===== config.mk =====
export PLATFORM = sky130hd
export DESIGN_NAME = pi_motor_position_controller_flat
export DESIGN_NICKNAME = d
export VERILOG_FILES = /design/src/hw/rtl/pmc_pkg.sv /design/src/hw/rtl/pmc_if.sv /design/src/hw/rtl/pi_motor_position_controller.sv /design/src/hw/rtl/pmc_integ_stage.sv /design/src/hw/rtl/pmc_gain_stage.sv /design/src/hw/rtl/pmc_duty_stage.sv /design/src/flat_wrapper.sv
export SDC_FILE = /design/constraint.sdc
export NUM_CORES = 2
export LEC_CHECK = 0
export BUFFER_PORTS_ARGS = -buffer_cell sky130_fd_sc_hd__buf_2
export CAP_MARGIN = 20
export CORE_AREA = 2 2 274 276
export DETAILED_ROUTE_END_ITERATION = 7
export DIE_AREA = 0 0 276 278
export PLACE_DENSITY = 0.69
export SYNTH_ARGS = -nofsm -noshare
export SYNTH_HDL_FRONTEND = slang
export SYNTH_SLANG_ARGS = --single-unit

===== constraint.sdc =====
create_clock -name clock -period 20.6 [get_ports clock]
set_clock_uncertainty 0.2 [all_clocks]
set_input_delay 4.12 -clock clock [delete_from_list [all_inputs] [get_ports clock]]
set_output_delay 4.12 -clock clock [all_outputs]
set_load 0.005 [all_outputs]

===== src/hw/rtl/pmc_pkg.sv =====
// Shared types and constants of the PI position controller.
// No dependencies; every other file of the block refers to it by scoped names.
package pmc_pkg;

   localparam int STOP_WINDOW_BITS = 10;
   localparam int DUTY_BITS        = 8;
   localparam int LIMIT_BITS       = 14;
   localparam int GAIN_BITS        = 8;
   localparam int INTEG_BITS       = 15;
   localparam int DIR_BITS         = 2;
   localparam int CSR_INDEX_BITS   = 3;
   localparam int CSR_DATA_BITS    = 14;

   localparam int KP_DIVISOR = 10;
   localparam int KI_DIVISOR = 100;
   localparam int DUTY_MAX   = 255;

   localparam logic [CSR_INDEX_BITS-1:0] REG_STOP_WINDOW    = 3'd0;
   localparam logic [CSR_INDEX_BITS-1:0] REG_MIN_DUTY       = 3'd1;
   localparam logic [CSR_INDEX_BITS-1:0] REG_INTEGRAL_LIMIT = 3'd2;
   localparam logic [CSR_INDEX_BITS-1:0] REG_KP_NUMERATOR   = 3'd3;
   localparam logic [CSR_INDEX_BITS-1:0] REG_KI_NUMERATOR   = 3'd4;

   localparam logic [STOP_WINDOW_BITS-1:0] RESET_STOP_WINDOW    = 10'd2;
   localparam logic [DUTY_BITS-1:0]        RESET_MIN_DUTY       = 8'd100;
   localparam logic [LIMIT_BITS-1:0]       RESET_INTEGRAL_LIMIT = 14'd5000;
   localparam logic [GAIN_BITS-1:0]        RESET_KP_NUMERATOR   = 8'd4;
   localparam logic [GAIN_BITS-1:0]        RESET_KI_NUMERATOR   = 8'd5;

   localparam logic [DIR_BITS-1:0] DIR_STOP = 2'd0;
   localparam logic [DIR_BITS-1:0] DIR_CW   = 2'd1;
   localparam logic [DIR_BITS-1:0] DIR_CCW  = 2'd2;

   typedef struct packed {
      logic [STOP_WINDOW_BITS-1:0] stop_window;
      logic [DUTY_BITS-1:0]        min_duty;
      logic [LIMIT_BITS-1:0]       integral_limit;
      logic [GAIN_BITS-1:0]        kp_numerator;
      logic [GAIN_BITS-1:0]        ki_numerator;
   } cfg_type;

   // per-transaction control carried down the pipe
   typedef struct packed {
      logic stop;
      logic p_neg;
      logic i_neg;
   } sign_type;

endpackage


===== src/hw/rtl/pmc_if.sv =====
// Valid/ready channel interfaces of the PI position controller.
// Uses pmc_pkg for the result field widths.
interface pmc_req_if #(parameter int SAMPLE_BITS = 10);
   logic                   valid;
   logic                   ready;
   logic [SAMPLE_BITS-1:0] reference_sample;
   logic [SAMPLE_BITS-1:0] measured_sample;

   modport source (output valid, output reference_sample, output measured_sample,
                   input ready);
   modport sink   (input valid, input reference_sample, input measured_sample,
                   output ready);
endinterface

interface pmc_rsp_if;
   logic                           valid;
   logic                           ready;
   logic [pmc_pkg::DUTY_BITS-1:0]  duty;
   logic [pmc_pkg::DIR_BITS-1:0]   direction;

   modport source (output valid, output duty, output direction, input ready);
   modport sink   (input valid, input duty, input direction, output ready);
endinterface


===== src/hw/rtl/pi_motor_position_controller.sv =====
// PI position controller with dead band: top level, CSR file and pipeline control.
// Depends on pmc_pkg, pmc_if and the pmc_integ_stage, pmc_gain_stage and
// pmc_duty_stage modules.
//
// Usage: each req_chan transaction carries a reference and a measured sample; each
// one yields exactly one rsp_chan transaction with duty and direction
// (0 stop, 1 clockwise, 2 counter-clockwise), in order.
// Throughput: one transaction per cycle while rsp_chan takes results. The integrator
// add and clamp is a feedback loop through its own register, which sets that figure.
// Pipeline: five stages (input register, integrator, gain products, quotient
// estimate, result register); rsp_chan.valid comes from the result register.
// Each stage holds while its successor is full and stalled, so req_chan.ready
// stays high while empty stages remain, even with a result waiting on rsp_chan.
// Reset (synchronous): pipeline empties, integrator clears, CSRs take defaults
// (dead band 2, min duty 100, limit 5000, kp 4, ki 5).
// CSRs: csr_we writes csr_wdata (low bits) into register csr_index;
// indexes past the last register are ignored. Write only while idle.
module pi_motor_position_controller #(
   parameter int SAMPLE_BITS = 10
) (
   input  logic                                 clock,
   input  logic                                 reset,
   pmc_req_if.sink                              req_chan,
   pmc_rsp_if.source                            rsp_chan,
   input  logic                                 csr_we,
   input  logic [pmc_pkg::CSR_INDEX_BITS-1:0]   csr_index,
   input  logic [pmc_pkg::CSR_DATA_BITS-1:0]    csr_wdata
);

   localparam int STAGES = 5;
   localparam int PW  = SAMPLE_BITS + pmc_pkg::GAIN_BITS;
   localparam int IPW = pmc_pkg::LIMIT_BITS + pmc_pkg::GAIN_BITS;

   pmc_pkg::cfg_type cfg_ff;

   logic [STAGES-1:0] valid_ff;
   logic [STAGES-1:0] valid_in;
   logic [STAGES-1:0] rdy;
   logic [STAGES-1:0] load;

   logic [SAMPLE_BITS-1:0] ref_ff;
   logic [SAMPLE_BITS-1:0] meas_ff;

   logic [SAMPLE_BITS-1:0]         err_mag;
   logic [pmc_pkg::LIMIT_BITS-1:0] integ_mag;
   pmc_pkg::sign_type              flags_s1;
   logic [PW-4:0]                  quot_p;
   logic [PW-1:0]                  prod_p;
   logic [IPW-7:0]                 quot_i;
   logic [IPW-1:0]                 prod_i;
   pmc_pkg::sign_type              flags_s3;

   always_ff @(posedge clock) begin
      if (reset) begin
         cfg_ff.stop_window    <= pmc_pkg::RESET_STOP_WINDOW;
         cfg_ff.min_duty       <= pmc_pkg::RESET_MIN_DUTY;
         cfg_ff.integral_limit <= pmc_pkg::RESET_INTEGRAL_LIMIT;
         cfg_ff.kp_numerator   <= pmc_pkg::RESET_KP_NUMERATOR;
         cfg_ff.ki_numerator   <= pmc_pkg::RESET_KI_NUMERATOR;
      end else if (csr_we) begin
         case (csr_index)
            pmc_pkg::REG_STOP_WINDOW: begin
               cfg_ff.stop_window <= csr_wdata[pmc_pkg::STOP_WINDOW_BITS-1:0];
            end
            pmc_pkg::REG_MIN_DUTY: begin
               cfg_ff.min_duty <= csr_wdata[pmc_pkg::DUTY_BITS-1:0];
            end
            pmc_pkg::REG_INTEGRAL_LIMIT: begin
               cfg_ff.integral_limit <= csr_wdata[pmc_pkg::LIMIT_BITS-1:0];
            end
            pmc_pkg::REG_KP_NUMERATOR: begin
               cfg_ff.kp_numerator <= csr_wdata[pmc_pkg::GAIN_BITS-1:0];
            end
            pmc_pkg::REG_KI_NUMERATOR: begin
               cfg_ff.ki_numerator <= csr_wdata[pmc_pkg::GAIN_BITS-1:0];
            end
            default: begin
            end
         endcase
      end
   end

   // a stage takes a new transaction when it is empty or its successor moves
   always_comb begin
      rdy[STAGES-1] = !valid_ff[STAGES-1] || rsp_chan.ready;
      for (int k = STAGES - 2; k >= 0; k--) begin
         rdy[k] = !valid_ff[k] || rdy[k+1];
      end
      load[0]     = rdy[0] && req_chan.valid;
      valid_in[0] = rdy[0] ? req_chan.valid : valid_ff[0];
      for (int k = 1; k < STAGES; k++) begin
         load[k]     = rdy[k] && valid_ff[k-1];
         valid_in[k] = rdy[k] ? valid_ff[k-1] : valid_ff[k];
      end
   end

   always_ff @(posedge clock) begin
      if (reset) begin
         valid_ff <= '0;
      end else begin
         valid_ff <= valid_in;
      end
   end

   always_ff @(posedge clock) begin
      if (load[0]) begin
         ref_ff  <= req_chan.reference_sample;
         meas_ff <= req_chan.measured_sample;
      end
   end

   pmc_integ_stage #(.SAMPLE_BITS(SAMPLE_BITS)) u_integ (
      .clock            (clock),
      .reset            (reset),
      .load             (load[1]),
      .reference_sample (ref_ff),
      .measured_sample  (meas_ff),
      .cfg              (cfg_ff),
      .err_mag          (err_mag),
      .integ_mag        (integ_mag),
      .flags            (flags_s1)
   );

   pmc_gain_stage #(.SAMPLE_BITS(SAMPLE_BITS)) u_gain (
      .clock     (clock),
      .load_prod (load[2]),
      .load_quot (load[3]),
      .err_mag   (err_mag),
      .integ_mag (integ_mag),
      .flags     (flags_s1),
      .cfg       (cfg_ff),
      .quot_p    (quot_p),
      .prod_p    (prod_p),
      .quot_i    (quot_i),
      .prod_i    (prod_i),
      .flags_out (flags_s3)
   );

   pmc_duty_stage #(.SAMPLE_BITS(SAMPLE_BITS)) u_duty (
      .clock     (clock),
      .load      (load[4]),
      .quot_p    (quot_p),
      .prod_p    (prod_p),
      .quot_i    (quot_i),
      .prod_i    (prod_i),
      .flags     (flags_s3),
      .min_duty  (cfg_ff.min_duty),
      .duty      (rsp_chan.duty),
      .direction (rsp_chan.direction)
   );

   assign req_chan.ready = rdy[0];
   assign rsp_chan.valid = valid_ff[STAGES-1];

`ifndef SYNTH
   a_stop_zero_duty: assert property (@(posedge clock) disable iff (reset)
      (rsp_chan.valid && rsp_chan.direction == pmc_pkg::DIR_STOP) |-> rsp_chan.duty == '0)
      else $error("stop result with nonzero duty");

   a_run_min_duty: assert property (@(posedge clock) disable iff (reset)
      (rsp_chan.valid && rsp_chan.direction != pmc_pkg::DIR_STOP)
         |-> rsp_chan.duty >= cfg_ff.min_duty)
      else $error("running result below min duty");

   a_reset_empty: assert property (@(posedge clock)
      $past(reset) |-> (!rsp_chan.valid && req_chan.ready))
      else $error("pipeline not empty after reset");
`endif

endmodule


===== src/hw/rtl/pmc_integ_stage.sv =====
// Error, dead band decision and clamped integrator update.
// Depends on pmc_pkg; the integrator loop closes here through integ_ff.
module pmc_integ_stage #(
   parameter int SAMPLE_BITS = 10
) (
   input  logic                              clock,
   input  logic                              reset,
   input  logic                              load,
   input  logic [SAMPLE_BITS-1:0]            reference_sample,
   input  logic [SAMPLE_BITS-1:0]            measured_sample,
   input  pmc_pkg::cfg_type                  cfg,
   output logic [SAMPLE_BITS-1:0]            err_mag,
   output logic [pmc_pkg::LIMIT_BITS-1:0]    integ_mag,
   output pmc_pkg::sign_type                 flags
);

   localparam int EW = SAMPLE_BITS + 1;
   localparam int CW = (SAMPLE_BITS > pmc_pkg::STOP_WINDOW_BITS) ?
                       SAMPLE_BITS : pmc_pkg::STOP_WINDOW_BITS;
   localparam int SW = ((EW > pmc_pkg::INTEG_BITS) ? EW : pmc_pkg::INTEG_BITS) + 1;
   localparam int IW = pmc_pkg::INTEG_BITS;

   logic signed [EW-1:0] err;
   logic        [EW-1:0] err_abs;
   logic                 stop;
   logic signed [SW-1:0] acc;
   logic signed [SW-1:0] lim_s;
   logic signed [SW-1:0] clamped;
   logic signed [IW-1:0] integ_in;
   logic        [IW-1:0] integ_abs;
   logic signed [IW-1:0] integ_ff;

   logic [SAMPLE_BITS-1:0]         err_mag_ff;
   logic [pmc_pkg::LIMIT_BITS-1:0] integ_mag_ff;
   pmc_pkg::sign_type              flags_ff;
   pmc_pkg::sign_type              flags_in;

   always_comb begin
      err     = $signed({1'b0, reference_sample}) - $signed({1'b0, measured_sample});
      err_abs = err[EW-1] ? EW'(-err) : EW'(err);
      stop    = CW'(err_abs[SAMPLE_BITS-1:0]) <= CW'(cfg.stop_window);

      acc   = SW'(err) + SW'(integ_ff);
      lim_s = SW'(cfg.integral_limit);
      if (acc > lim_s) begin
         clamped = lim_s;
      end else if (acc < -lim_s) begin
         clamped = -lim_s;
      end else begin
         clamped = acc;
      end

      integ_in  = stop ? '0 : IW'(clamped);
      integ_abs = integ_in[IW-1] ? IW'(-integ_in) : IW'(integ_in);

      flags_in.stop  = stop;
      flags_in.p_neg = err[EW-1];
      flags_in.i_neg = integ_in[IW-1];
   end

   always_ff @(posedge clock) begin
      if (reset) begin
         integ_ff <= '0;
      end else if (load) begin
         integ_ff <= integ_in;
      end
   end

   always_ff @(posedge clock) begin
      if (load) begin
         err_mag_ff   <= err_abs[SAMPLE_BITS-1:0];
         integ_mag_ff <= integ_abs[pmc_pkg::LIMIT_BITS-1:0];
         flags_ff     <= flags_in;
      end
   end

   assign err_mag   = err_mag_ff;
   assign integ_mag = integ_mag_ff;
   assign flags     = flags_ff;

endmodule


===== src/hw/rtl/pmc_gain_stage.sv =====
// Gain products and reciprocal quotient estimates for the divide by 10 and 100.
// Depends on pmc_pkg; two register levels, one multiplier each per term.
module pmc_gain_stage #(
   parameter int SAMPLE_BITS = 10
) (
   input  logic                                      clock,
   input  logic                                      load_prod,
   input  logic                                      load_quot,
   input  logic [SAMPLE_BITS-1:0]                    err_mag,
   input  logic [pmc_pkg::LIMIT_BITS-1:0]            integ_mag,
   input  pmc_pkg::sign_type                         flags,
   input  pmc_pkg::cfg_type                          cfg,
   output logic [SAMPLE_BITS+pmc_pkg::GAIN_BITS-4:0] quot_p,
   output logic [SAMPLE_BITS+pmc_pkg::GAIN_BITS-1:0] prod_p,
   output logic [pmc_pkg::LIMIT_BITS+pmc_pkg::GAIN_BITS-7:0] quot_i,
   output logic [pmc_pkg::LIMIT_BITS+pmc_pkg::GAIN_BITS-1:0] prod_i,
   output pmc_pkg::sign_type                         flags_out
);

   // products stay below 2**PW, so floor(2**PW/D) gives an estimate low by at most one
   localparam int PW  = SAMPLE_BITS + pmc_pkg::GAIN_BITS;
   localparam int RW  = PW - 3;
   localparam int IPW = pmc_pkg::LIMIT_BITS + pmc_pkg::GAIN_BITS;
   localparam int RIW = IPW - 6;
   localparam logic [RW-1:0]  RECIP_P = RW'((64'd1 << PW) / pmc_pkg::KP_DIVISOR);
   localparam logic [RIW-1:0] RECIP_I = RIW'((64'd1 << IPW) / pmc_pkg::KI_DIVISOR);

   logic [PW-1:0]      prod_p_ff;
   logic [IPW-1:0]     prod_i_ff;
   pmc_pkg::sign_type  flags_a_ff;

   logic [PW+RW-1:0]   full_p;
   logic [IPW+RIW-1:0] full_i;

   logic [RW-1:0]      quot_p_ff;
   logic [PW-1:0]      mag_p_ff;
   logic [RIW-1:0]     quot_i_ff;
   logic [IPW-1:0]     mag_i_ff;
   pmc_pkg::sign_type  flags_b_ff;

   always_ff @(posedge clock) begin
      if (load_prod) begin
         prod_p_ff  <= PW'(err_mag) * PW'(cfg.kp_numerator);
         prod_i_ff  <= IPW'(integ_mag) * IPW'(cfg.ki_numerator);
         flags_a_ff <= flags;
      end
   end

   always_comb begin
      full_p = (PW+RW)'(prod_p_ff) * (PW+RW)'(RECIP_P);
      full_i = (IPW+RIW)'(prod_i_ff) * (IPW+RIW)'(RECIP_I);
   end

   always_ff @(posedge clock) begin
      if (load_quot) begin
         quot_p_ff  <= full_p[PW+RW-1:PW];
         mag_p_ff   <= prod_p_ff;
         quot_i_ff  <= full_i[IPW+RIW-1:IPW];
         mag_i_ff   <= prod_i_ff;
         flags_b_ff <= flags_a_ff;
      end
   end

   assign quot_p    = quot_p_ff;
   assign prod_p    = mag_p_ff;
   assign quot_i    = quot_i_ff;
   assign prod_i    = mag_i_ff;
   assign flags_out = flags_b_ff;

endmodule


===== src/hw/rtl/pmc_duty_stage.sv =====
// Quotient correction, term sum, duty saturation and direction; result register.
// Depends on pmc_pkg.
module pmc_duty_stage #(
   parameter int SAMPLE_BITS = 10
) (
   input  logic                                      clock,
   input  logic                                      load,
   input  logic [SAMPLE_BITS+pmc_pkg::GAIN_BITS-4:0] quot_p,
   input  logic [SAMPLE_BITS+pmc_pkg::GAIN_BITS-1:0] prod_p,
   input  logic [pmc_pkg::LIMIT_BITS+pmc_pkg::GAIN_BITS-7:0] quot_i,
   input  logic [pmc_pkg::LIMIT_BITS+pmc_pkg::GAIN_BITS-1:0] prod_i,
   input  pmc_pkg::sign_type                         flags,
   input  logic [pmc_pkg::DUTY_BITS-1:0]             min_duty,
   output logic [pmc_pkg::DUTY_BITS-1:0]             duty,
   output logic [pmc_pkg::DIR_BITS-1:0]              direction
);

   localparam int PW  = SAMPLE_BITS + pmc_pkg::GAIN_BITS;
   localparam int RW  = PW - 3;
   localparam int IPW = pmc_pkg::LIMIT_BITS + pmc_pkg::GAIN_BITS;
   localparam int RIW = IPW - 6;
   localparam int TW  = ((RW > RIW) ? RW : RIW) + 1;
   localparam int UW  = TW + 1;

   logic [PW-1:0]         rem_p;
   logic [IPW-1:0]        rem_i;
   logic [RW-1:0]         qp;
   logic [RIW-1:0]        qi;
   logic signed [TW-1:0]  qp_s;
   logic signed [TW-1:0]  qi_s;
   logic signed [TW-1:0]  pterm;
   logic signed [TW-1:0]  iterm;
   logic signed [UW-1:0]  sum;
   logic        [UW-1:0]  amag;
   logic [pmc_pkg::DUTY_BITS-1:0] sat;
   logic [pmc_pkg::DUTY_BITS-1:0] duty_in;
   logic [pmc_pkg::DIR_BITS-1:0]  dir_in;

   logic [pmc_pkg::DUTY_BITS-1:0] duty_ff;
   logic [pmc_pkg::DIR_BITS-1:0]  direction_ff;

   always_comb begin
      // estimate is exact or one short
      rem_p = prod_p - PW'(quot_p) * PW'(pmc_pkg::KP_DIVISOR);
      rem_i = prod_i - IPW'(quot_i) * IPW'(pmc_pkg::KI_DIVISOR);
      qp    = (rem_p >= PW'(pmc_pkg::KP_DIVISOR)) ? quot_p + 1'b1 : quot_p;
      qi    = (rem_i >= IPW'(pmc_pkg::KI_DIVISOR)) ? quot_i + 1'b1 : quot_i;

      // truncation toward zero: divide the magnitude, then restore the sign
      qp_s  = TW'(qp);
      qi_s  = TW'(qi);
      pterm = flags.p_neg ? -qp_s : qp_s;
      iterm = flags.i_neg ? -qi_s : qi_s;
      sum   = UW'(pterm) + UW'(iterm);
      amag  = sum[UW-1] ? UW'(-sum) : UW'(sum);

      sat = (amag > UW'(pmc_pkg::DUTY_MAX)) ? pmc_pkg::DUTY_BITS'(pmc_pkg::DUTY_MAX) :
                                              amag[pmc_pkg::DUTY_BITS-1:0];

      if (flags.stop) begin
         duty_in = '0;
         dir_in  = pmc_pkg::DIR_STOP;
      end else begin
         duty_in = (sat < min_duty) ? min_duty : sat;
         dir_in  = (sum > UW'(0)) ? pmc_pkg::DIR_CW : pmc_pkg::DIR_CCW;
      end
   end

   always_ff @(posedge clock) begin
      if (load) begin
         duty_ff      <= duty_in;
         direction_ff <= dir_in;
      end
   end

   assign duty      = duty_ff;
   assign direction = direction_ff;

endmodule


===== src/flat_wrapper.sv =====
// flat-port wrapper written by rule: the top's interface ports become plain ports
module pi_motor_position_controller_flat 
#(
   parameter int SAMPLE_BITS = 10
)
  (clock, reset, csr_we, csr_index, csr_wdata, req_chan_valid, req_chan_reference_sample, req_chan_measured_sample, req_chan_ready, rsp_chan_valid, rsp_chan_duty, rsp_chan_direction, rsp_chan_ready);
  pmc_req_if #(.SAMPLE_BITS(SAMPLE_BITS)) req_chan_i ();
  pmc_rsp_if rsp_chan_i ();
  input  logic clock;
  input  logic reset;
  input  logic csr_we;
  input  logic [pmc_pkg::CSR_INDEX_BITS-1:0] csr_index;
  input  logic [pmc_pkg::CSR_DATA_BITS-1:0] csr_wdata;
  input wire logic [$bits(req_chan_i.valid)-1:0] req_chan_valid;
  input wire logic [$bits(req_chan_i.reference_sample)-1:0] req_chan_reference_sample;
  input wire logic [$bits(req_chan_i.measured_sample)-1:0] req_chan_measured_sample;
  output wire logic [$bits(req_chan_i.ready)-1:0] req_chan_ready;
  output wire logic [$bits(rsp_chan_i.valid)-1:0] rsp_chan_valid;
  output wire logic [$bits(rsp_chan_i.duty)-1:0] rsp_chan_duty;
  output wire logic [$bits(rsp_chan_i.direction)-1:0] rsp_chan_direction;
  input wire logic [$bits(rsp_chan_i.ready)-1:0] rsp_chan_ready;
  assign req_chan_i.valid = req_chan_valid;
  assign req_chan_i.reference_sample = req_chan_reference_sample;
  assign req_chan_i.measured_sample = req_chan_measured_sample;
  assign req_chan_ready = req_chan_i.ready;
  assign rsp_chan_valid = rsp_chan_i.valid;
  assign rsp_chan_duty = rsp_chan_i.duty;
  assign rsp_chan_direction = rsp_chan_i.direction;
  assign rsp_chan_i.ready = rsp_chan_ready;
  pi_motor_position_controller #(.SAMPLE_BITS(SAMPLE_BITS)) u_core (.clock(clock), .reset(reset), .req_chan(req_chan_i), .rsp_chan(rsp_chan_i), .csr_we(csr_we), .csr_index(csr_index), .csr_wdata(csr_wdata));
endmodule

==> run metrics <==
H-tree levels=1; commonest register cell after synthesis=sky130_fd_sc_hd__edfxtp_1; post-detailed-route via-to-cell ratio=5.48; clock latency at the later pin of the worst-skew pair=610 ps; xor-xnor portion of the synthesized cell area=5.37%; cell seen most often among critical-path stages=sky130_fd_sc_hd__ha_1; Max Transition Viols Final=0; Synth Area per Inst=9.55 sq um; Max-slew headroom=33.1%; Total Routing Usage GR=20.1%; post-synthesis sequential area ratio=18.9%; violations in the final reports=DRC; number of nets in the layout=4625; clock tree from TritonCTS=built; Die Width=276 um; final worst-path cycle share=63.1%; upper clock frequency limit=76.9 MHz; number of maximum-capacitance constraint violations=0; IO buf count=53; wire length of the first global-routing pass=128000 um; setup violators final=0; Post-Place Setup Slack=7830 ps; total number of yosys warnings=0; pin count of the biggest net entering global routing=69; placed instance count=4563; initial antenna violation count=1; leading post-synthesis cells by cell area=sky130_fd_sc_hd__ha_1 22%, sky130_fd_sc_hd__fa_1 21%, sky130_fd_sc_hd__edfxtp_1 15%, sky130_fd_sc_hd__inv_1 6.1%, sky130_fd_sc_hd__dfxtp_1 4.0%; Clock transition at path regs=60 ps; estimated wirelength of the detail-placed design=62700 um; area share of the largest cell type after synthesis=21.6%; Avg WL per Cell=16.5 um; compound-cell area share of the yosys netlist=12.2%; Mapped Nets=4600; launching element type of the critical path=register; share of synthesized registers carrying an async set or reset=0%; number of flops mapped to enable cells by yosys=171; site row count=100; share of synthesized area spent on multiplexers=0.873%; filler-free cell count of the finished design=4621; main combinational cell family by area after synthesis=adder cells; Area growth syn-to-layout=6.75%; delay contributed by the slowest stage of the critical path=530 ps; worst reg2reg setup slack=7600 ps; final weighted congestion in routability-driven placement=0.933; CP Data Arrival Time=13090 ps; layout cell share with drive strength beyond 1=4.25%; total gr overflow=0; routed vias=25300; setup tns final=0 ps; start point of the worst min-delay path=u_core.u_gain.flags_a_ff[2]$_DFFE_PP_; library cell with the largest summed area after synthesis=sky130_fd_sc_hd__ha_1; Final ANT Viol Nets=0; Gate Count Post-Synth=3602; count of hold-fix buffers inserted at cts=0; adder and majority gate portion of the synthesized area=42.7%; vias in the first global route=25500; synthesis-stage register bit count=239; post-synthesis cell type count=97; post-route setup slack=7600 ps; final worst hold slack=212 ps; required time worst endpoint=20690 ps; # DRC=1; post-cts resize count=0; full die area=76700 sq um; Crit. End Element=register; category of the critical setup timing path=register to register; RSZ-0062 raised after global routing=false; worst reg2reg path startpoint=u_core.u_gain.quot_i[2]$_DFFE_PP_; number of search-and-repair iterations in the first detailed-routing pass=8; post-synthesis share of cell area spent on and, or, nand and nor gates=13.0%; cell with the most instances after synthesis=sky130_fd_sc_hd__ha_1; Inserted Clock Buffers=30; first element of the critical path=u_core.u_gain.quot_i[2]$_DFFE_PP_; clock net sink count=239; number of failing hold endpoints at the final stage=0; minimum period implied by the final worst setup slack=13000 ps; crit path max-delay cell type=sky130_fd_sc_hd__edfxtp_1; I/O pin cnt=54; number of buffers on the longest clock path=3; slew at the pin with the worst max-slew slack=1000 ps; largest fanout on the critical path=22; wire length reported by the detailed router=76200 um; status=finished, violations left; leading post-synthesis cells by instance count=593 x sky130_fd_sc_hd__ha_1, 556 x sky130_fd_sc_hd__inv_1, 363 x sky130_fd_sc_hd__fa_1; core footprint=73800 sq um; buffer cell driving the clock tree root=sky130_fd_sc_hd__clkbuf_16; Starting DRT DRC Count=1607; worst min path class=register to register; die height=278 um; post-CTS setup-driven buffer insertion count=0; effective utilization at floorplan=46.6%; post-synth design cell area=34400 sq um
-- path summary, 6_finish.rpt --
path,endpoint,depth (start not counted)
hold / removal,u_core.u_gain.flags_out[2]$_DFFE_PP_,0
setup / recovery,u_core.u_duty.duty[4]$_SDFFCE_PP0P_,49
hold reg to reg,u_core.u_gain.flags_out[2]$_DFFE_PP_,0
setup reg to reg,u_core.u_duty.duty[4]$_SDFFCE_PP0P_,49
-- logic make-up after synthesis --
group / after synthesis
compound gates: 627
simple gates: 914
buf+inv: 628
flops: 239
xor+xnor: 209
fa+ha+maj: 956
mux: 29
-- cell usage in the layout, fill, tap and decap left out, types with 32 or more instances in the layout --
cell type / n
sky130_fd_sc_hd__nand2_1: 294
sky130_fd_sc_hd__and2_1: 118
sky130_fd_sc_hd__dfxtp_1: 68
sky130_fd_sc_hd__ha_1: 593
sky130_fd_sc_hd__xnor2_1: 140
sky130_fd_sc_hd__a31oi_1: 32
sky130_fd_sc_hd__fa_1: 363
sky130_fd_sc_hd__inv_1: 556
sky130_fd_sc_hd__xor2_1: 67
sky130_fd_sc_hd__o21a_1: 33
sky130_fd_sc_hd__o21ai_0: 108
sky130_fd_sc_hd__nand3_1: 49
sky130_fd_sc_hd__nor3_1: 55
sky130_fd_sc_hd__a21oi_1: 179
sky130_fd_sc_hd__nor2_1: 197
sky130_fd_sc_hd__nor2b_1: 33
sky130_fd_sc_hd__a21o_1: 61
sky130_fd_sc_hd__buf_2: 53
sky130_fd_sc_hd__edfxtp_1: 171
-- through the flow --
step | area [sq um] | util [%]
floorplan | 34400 | -
global placement | 35700 | 48.3
detailed placement | 35700 | 48.3
CTS | 36700 | 49.7
global route | 36700 | 49.7
finish | 36700 | 49.7
-- critical path: cells and delay by family, from the launching register on --
family                   cells  cell delay, ps
AO/OA/AOI/OAI               25            5320
AND/OR/NAND/NOR             12            3070
adder cells (fa/ha/maj)      8            2790
flip-flops                   1             530
XOR/XNOR                     2             450
multiplexers                 1             290
buffers and inverters        1              80
-- routing by layer --
layer | GRT usage, % | vias to the layer above | wire, um
met2 | 35.3 | 546 | 37100
met4 | 5.02 | 0 | 1700
li1 | - | 12400 | -
met3 | 1.85 | 112 | 2870
met5 | 0 | - | 0
met1 | 26.8 | 12300 | 34500
-- sequential cells by signal, indices dropped and copies added (netlist names) --
signal                    flops
u_core.u_duty.duty            8
u_core.u_gain.flags_a_ff      3
u_core.u_gain.quot_p         15
u_core.u_integ.flags          3
u_core.u_gain.prod_i         20
u_core.cfg_ff                48
u_core.meas_ff               10
u_core.valid_ff               5
u_core.u_gain.quot_i         16
u_core.u_gain.prod_p_ff      18
u_core.u_gain.flags_out       3
u_core.u_duty.direction       2
u_core.u_integ.integ_mag     14
u_core.u_gain.prod_p         17
u_core.u_gain.prod_i_ff      22
u_core.u_integ.err_mag       10
u_core.ref_ff                10
u_core.u_integ.integ_ff      15
-- layout make-up --
type | instances | area, sq um
clock buffer | 42 | 847
tap | 969 | 1210
timing repair buffer | 64 | 354
sequential | 239 | 6500
multi-input combinational | 2735 | 25500
clock inverter | 14 | 179
fill | 6756 | 37100
inverter | 557 | 2090
antenna | 1 | 2.50
Power is left out: the tool's default activity adds up to more than one toggle a clock period on the data nets, which glitch-free logic cannot reach.
